$ cat config.mk
export PLATFORM = sky130hd
export DESIGN_NAME = unsh_calc
export DESIGN_NICKNAME = d
export VERILOG_FILES = /design/src/rtl/unsh_pkg.sv /design/src/rtl/unsh_calc.sv
export SDC_FILE = /design/constraint.sdc
export NUM_CORES = 1
export LEC_CHECK = 0
export BUFFER_PORTS_ARGS = -buffer_cell sky130_fd_sc_hd__buf_2
export CORE_UTILIZATION = 30
export DETAILED_ROUTE_END_ITERATION = 12
export PLACE_DENSITY = 0.52
export REMOVE_ABC_BUFFERS = 1
export SETUP_SLACK_MARGIN = 0.05
export SKIP_CTS_REPAIR_TIMING = 1
export SYNTH_ARGS = -nofsm -noshare
export SYNTH_HDL_FRONTEND = slang
export SYNTH_SLANG_ARGS = --single-unit
$ cat constraint.sdc
create_clock -name clock -period 6.9 [get_ports clock]
set_input_delay 0 -clock clock [delete_from_list [all_inputs] [get_ports clock]]
set_output_delay 0 -clock clock [all_outputs]
set_load 0.02 [all_outputs]
$ cat src/rtl/unsh_pkg.sv
package unsh_pkg;

   localparam int CH_N   = 3;   // red, green, blue
   localparam int PIX_W  = 8;
   localparam int CSUM_W = 11;  // sum of five 8-bit samples

   typedef logic [CH_N-1:0][PIX_W-1:0]  px_type;     // [0] red, [1] green, [2] blue
   typedef logic [4:0][CH_N-1:0][PIX_W-1:0] col_type; // one window column, [0] oldest row
   typedef logic [3:0][CH_N-1:0][PIX_W-1:0] lines_type;
   typedef logic [CH_N-1:0][CSUM_W-1:0] csum_type;
   typedef logic [4:0][CSUM_W-1:0]      sums5_type;

   typedef enum logic [1:0] {
      REG_LAMBDA = 2'd0,
      REG_WIDTH  = 2'd1,
      REG_HEIGHT = 2'd2
   } reg_idx_type;

   localparam logic [11:0] LAMBDA_RESET = 12'd384;
   localparam logic [10:0] WIDTH_RESET  = 11'd1024;
   localparam logic [10:0] HEIGHT_RESET = 11'd1024;

   typedef struct packed {
      logic       border;
      logic       last;
      logic [9:0] row;
      logic [9:0] col;
   } meta_type;

   typedef struct packed {
      logic [7:0] red;
      logic [7:0] green;
      logic [7:0] blue;
      logic [9:0] row;
      logic [9:0] col;
      logic       last;
   } rsp_type;

endpackage

$ cat src/rtl/unsh_calc.sv
module unsh_calc (
   input  logic                clock,
   input  logic signed [11:0]  lambda,
   input  unsh_pkg::sums5_type col_sums,
   input  logic [7:0]          center,
   output logic [7:0]          result
);
   import unsh_pkg::*;

   localparam int          DIV_SHIFT = 17;
   localparam logic [25:0] DIV_MULT  = 26'd5243;     // ceil(2^17 / 25)
   localparam logic [20:0] SCALE     = 21'd6400;
   localparam logic signed [26:0] SAT_LIMIT = 27'sd1638400;  // 256 * 6400

   logic [12:0]        sum25;
   logic [12:0]        x25;
   logic signed [13:0] d_in, d_ff;
   logic [7:0]         x2_ff, x3_ff;
   logic signed [25:0] prod_in, prod_ff;
   logic [20:0]        x6400;
   logic signed [26:0] num;
   logic               neg_ff, sat_ff;
   logic [12:0]        n2_ff;
   logic [25:0]        q_prod;

   assign sum25 = 13'(col_sums[0]) + 13'(col_sums[1]) + 13'(col_sums[2])
                + 13'(col_sums[3]) + 13'(col_sums[4]);
   assign x25   = 13'(center) * 13'd25;
   assign d_in  = $signed({1'b0, x25}) - $signed({1'b0, sum25});

   assign prod_in = 26'(lambda) * 26'(d_ff);

   assign x6400 = 21'(x3_ff) * SCALE;
   assign num   = $signed({6'b0, x6400}) + 27'(prod_ff);

   always_ff @(posedge clock) begin
      d_ff    <= d_in;
      x2_ff   <= center;
      prod_ff <= prod_in;
      x3_ff   <= x2_ff;
      neg_ff  <= num[26];
      sat_ff  <= num >= SAT_LIMIT;
      n2_ff   <= num[20:8];
   end

   // num / 6400 == (num >> 8) / 25, exact for num below 256 * 6400
   assign q_prod = 26'(n2_ff) * DIV_MULT;

   always_comb begin
      priority if (neg_ff) begin
         result = 8'd0;
      end else if (sat_ff) begin
         result = 8'd255;
      end else begin
         result = q_prod[DIV_SHIFT+7:DIV_SHIFT];
      end
   end

endmodule

# Word level (Yosys, flattened, before mapping)
# Cells that the tools add are included.
dict set report classes {
  n_mul 4
  n_mux 2
  magnitude_cmp 1
  addsub 6
}
# operator count
set ops {}
lappend ops {{22-bit by 26-bit adder with 27-bit output} 1}
lappend ops {{27-bit by 22-bit greater-or-equal comparator with 1-bit output, second input constant} 1}
lappend ops {{13-bit by 11-bit adder with 13-bit output} 2}
lappend ops {{12-bit by 14-bit multiplier with 26-bit output} 1}
lappend ops {{8-bit by 5-bit multiplier with 13-bit output, second input constant} 2}
lappend ops {{13-bit by 13-bit multiplier with 25-bit output, second input constant} 1}
lappend ops {{8-bit two-way mux} 2}
lappend ops {{13-bit by 13-bit subtractor with 14-bit output} 1}
lappend ops {{12-bit by 11-bit adder with 13-bit output} 1}
lappend ops {{11-bit by 11-bit adder with 12-bit output} 1}
dict set report word_totals {
  register_bits 71
  inputBits 76
  wordCells 20
}

# Depth between registers and ports, before layout
dict set report depth {
  ltp_word 5
  depth_mapped 26
}

# Least setup slack after synthesis
# No wires, ideal clock.
dict set report synth_timing {
  kind {input to register}
  start {in col_sums[2] in the netlist's numbering}
  end {reg d_ff[12]}
  path_buffers 0
  arrival_time_ns 5.405
  stages 23
  slack_ns 1.373
  setup_ns 0.122
  cell_sequence {inv_1 fa_1 inv_1 fa_1 inv_1 fa_1 inv_1 ha_1 a21o_1 a21oi_1 xor2_1 fa_1 fa_1 ha_1 ha_1 a21o_1 a21oi_1 o21bai_1 a21oi_1 o21ai_0 a21oi_1 nor4bb_1 a311o_1}
}
dict set report synth_via {
  elab_chain_cells 5
}
# element line_no
set synth_rtl {}
lappend synth_rtl {{start, declared} unsh_calc.sv:4} ;# input unsh_pkg::sums5_type col_sums,
lappend synth_rtl {{11-bit by 11-bit adder with 12-bit output} unsh_calc.sv:26} ;# assign sum25 = 13'(col_sums[0]) + 13'(col_sums[1]) + 13'(col_sums[2])
lappend synth_rtl {{12-bit by 11-bit adder with 13-bit output} unsh_calc.sv:26}
lappend synth_rtl {{13-bit by 11-bit adder with 13-bit output (2 in a row)} unsh_calc.sv:27} ;# + 13'(col_sums[3]) + 13'(col_sums[4]);
lappend synth_rtl {{13-bit by 13-bit subtractor with 14-bit output} unsh_calc.sv:29} ;# assign d_in = $signed({1'b0, x25}) - $signed({1'b0, sum25});
lappend synth_rtl {{net d_in[12]} unsh_calc.sv:17} ;# logic signed [13:0] d_in, d_ff;
lappend synth_rtl {{end signal, assigned} unsh_calc.sv:37} ;# d_ff <= d_in;
lappend synth_rtl {{end, declared} unsh_calc.sv:17}
# The timed path passes the listed nets, and every way through them passes these cells.

# Final worst setup path
dict set report layout_timing {
  start {reg n2_ff[9]}
  end {out result[5]}
}
dict set report layout_via {
  elab_chain_cells 3
}
# element line_no
set layout_rtl {}
lappend layout_rtl {{start, declared} unsh_calc.sv:23} ;# logic [12:0] n2_ff;
lappend layout_rtl {{start signal, assigned} unsh_calc.sv:43} ;# n2_ff <= num[20:8];
lappend layout_rtl {{13-bit by 13-bit multiplier with 25-bit output} unsh_calc.sv:47} ;# assign q_prod = 26'(n2_ff) * DIV_MULT;
lappend layout_rtl {{8-bit two-way mux} unsh_calc.sv:52} ;# end else if (sat_ff) begin
lappend layout_rtl {{8-bit two-way mux} unsh_calc.sv:50} ;# priority if (neg_ff) begin
lappend layout_rtl {{end, declared} unsh_calc.sv:6} ;# output logic [7:0] result
# No other way between the ends.

==> out/metrics.csv <==
stage,metric,value,unit
run_status,outcome,finished clean,
route,drcViolationCount,0,
sta,timing_hold_violations_final,0,
sta,setup_viol,0,
route,post_drt_wl_per_cell,13.3,um
yosys,yosys_warnings,0,
yosys,synth.yosys.seq_area_share,8.92,%
route,drt_iter0_drc,302,
floorplan,ioPinCount,84,
worst_setup_path,critical_path.startpoint_type,flip-flop,
yosys,synth.top_cell.area_share,37.4,%
worst_setup_path,cp_slowest_cell,sky130_fd_sc_hd__dfxtp_1,
global_route,grt_first_pass_wirelength,50.1,mm
worst_hold_path,min_path_type,in -> reg,
placement,gp_routability_congestion,0.807,
yosys,post_synth_main_area_contributors,"sky130_fd_sc_hd__fa_1 37%, sky130_fd_sc_hd__ha_1 21%, sky130_fd_sc_hd__inv_1 10%",
yosys,synth_cells,1497,
sta,finalWorstPathRequiredPeriod,5.62,ns
worst_setup_path,kind_of_critical_path,reg -> out,
route,final_antenna_net_count,0,
sta,finClkSkew,0.00701,ns
clock_network,cts_tree,done,
worst_setup_path,timing.critical_path.arrival,5.62,ns
floorplan,die_w,219,um
route,detail_route.vias_per_cell,4.40,
clock_network,clock_path_buffers,2,
sta,worst_relative_slew_slack,58.2,%
worst_setup_path,worstSetupEndpointType,output port,
placement,dpl_wire_length,25.7,mm
global_route,grt_antenna_before_repair,0,
clock_network,cts_htree_levels,3,
worst_setup_path,max_stage_delay,0.54,ns
worst_setup_path,dominant_cell_type_by_count_on_the_critical_path,sky130_fd_sc_hd__fa_1,
yosys,async_flop_share,0,%
yosys,syn_area_per_cell,9.45,um^2
floorplan,core_area,46600,um^2
worst_setup_path,cp_max_fo,6,
cells_and_area,design.final.nets,2144,
yosys,synth_cell_area,14100,um^2
global_route,grt_usage,13.1,%
route,route.final.wire_length,29.1,mm
placement,port_buffers,83,
clock_network,cts_made_buffers,9,
clock_network,clk-insertion-delay-late,0.33,ns
floorplan,fp-row-count,79,
sta,max_freq,178,MHz
yosys,synth-edff-count,0,
yosys,synth-main-ff-cell,sky130_fd_sc_hd__dfxtp_1,
sta,worst_slack,1.28,ns
sta,max_slew.worst_pin.slew,0.627,ns
global_route,grt_pass1_vias,10339,
yosys,synth_seq_cells,63,
yosys,synth.top_cells.by_count,"395 x sky130_fd_sc_hd__inv_1, 264 x sky130_fd_sc_hd__fa_1, 232 x sky130_fd_sc_hd__ha_1",
worst_setup_path,timing.critical_path.cells,"fa_1, ha_1, inv_1, fa_1, inv_1, fa_1, fa_1, ha_1, a21o_1, or3_1, a211oi_1, nor2_1, a31oi_2, a21boi_1, mux2_1, a211oi_2, buf_2",
sta,grt_setup_unrepaired,false,
global_route,grt_start_max_net_pins,16,
cells_and_area,final_layout_size_suffix_gt1_share,7.29,%
placement,pre_cts_ws,0.953,ns
floorplan,start_util,30.4,%
clock_network,clock_sinks,63,
cells_and_area,synthesis_to_finish_area_growth,10.0,%
floorplan,design.die.area,48000,um^2
yosys,most_repeated_cell_in_the_gate_level_netlist_after_synthesis,sky130_fd_sc_hd__inv_1,
route,dr.pass1.iters,5,
floorplan,fp.dieH,219,um
cells_and_area,antenna-diode-count,0,
route,vias,9601,
yosys,synth.largest_area_cell,sky130_fd_sc_hd__fa_1,
worst_setup_path,worst-endpoint-required,6.90,ns
job,max_cap_violations,0,
sta,fin_setup_tns,0,ns
global_route,grt.overflow.total,0,
sta,slew_viol_final,0,
sta,period_share,81.5,%
clock_network,clock_transition_at_the_registers_of_the_reported_paths,0.05,ns
clock_network,cts-root-buf,sky130_fd_sc_hd__clkbuf_16,
yosys,synthDistinctLibCells,69,
==> critical path, delay by kind of cell (launching register included) <==
| family | cells | cell delay (ns) |
|---|---|---|
| adder cells (fa/ha/maj) | 6 | 2.59 |
| AO/OA/AOI/OAI | 5 | 1.04 |
| flip-flops | 1 | 0.54 |
| AND/OR/NAND/NOR | 2 | 0.45 |
| multiplexers | 1 | 0.34 |
| buffers and inverters | 3 | 0.31 |
==> registers in the layout (all words and copies together) (netlist names) <==
| register | count |
|---|---|
| x3_ff | 8 |
| sat_ff | 1 |
| neg_ff | 1 |
| d_ff | 14 |
| x2_ff | 8 |
| prod_ff | 18 |
| n2_ff | 13 |
==> worst paths after layout <==
path / from / endpoint / slack, ns / depth (start not counted)
setup / recovery: n2_ff[9] / result[5] / 1.28 / 17
hold / removal: col_sums[44] / d_ff[0] / 0.1 / 3
setup reg to reg: d_ff[11] / prod_ff[24] / 1.31 / 16
hold reg to reg: x2_ff[1] / x3_ff[1] / 0.32 / 0
==> per-layer routing <==
metal,wire (um),vias up,track usage [%]
met4,194,0,1.50
met3,513,15,1.43
met2,14200,81,23.0
li1,-,4749,-
met1,14200,4756,17.6
met5,0,-,0
==> layout by cell type, fill, tap and decap left out, drive strengths merged, types with 6 or more instances in the layout <==
master	synthesis	final
a211oi	6	6
clkbuf	26	10
inv	395	395
nor2	37	37
o21a	7	7
nor2b	8	8
xor2	19	19
and2	57	57
nand2b	20	20
or3	12	12
nand2	121	121
nand3	15	15
a31oi	7	7
o21bai	9	9
dlygate4sd3	0	8
a21o	13	13
a21oi	35	35
dfxtp	63	63
o21ai	25	25
xnor2	45	45
buf	1	83
ha	232	232
nor3	15	15
fa	264	264
==> layout make-up <==
class                      count  area (um^2)
fill                        4864        31000
multi-input combinational   1012        11300
inverter                     395         1480
sequential                    63         1260
tap                          607          759
timing repair buffer          91          495
clock buffer                  10          229
clock inverter                 6         37.5
==> stage by stage <==
step | hold WS [ns] | std cells | util (%) | cell area (um^2)
finish | 0.0998 | 2184 | 33.4 | 15600
global route | 0.106 | 2184 | 33.4 | 15600
CTS | -0.158 | 2176 | 33.3 | 15500
detailed placement | 0.192 | 2160 | 32.7 | 15200
global placement | 0.190 | 2160 | 32.7 | 15200
floorplan | 0.0277 | 1470 | - | 14000
==> cell families after synthesis <==
kind of cell / count (synthesis) / synth area share, %
buffers and inverters: 422 / 11.2
AOI/OAI and AO/OA: 142 / 7.02
xor gates and xnor gates: 64 / 3.96
muxes: 3 / 0.221
DFF: 63 / 8.92
and+or+nand+nor: 307 / 10.8
adders and majority gates: 496 / 57.9
Power is not shown: default switching activity piles up to over one toggle a cycle in this logic, so the estimate is an artifact.
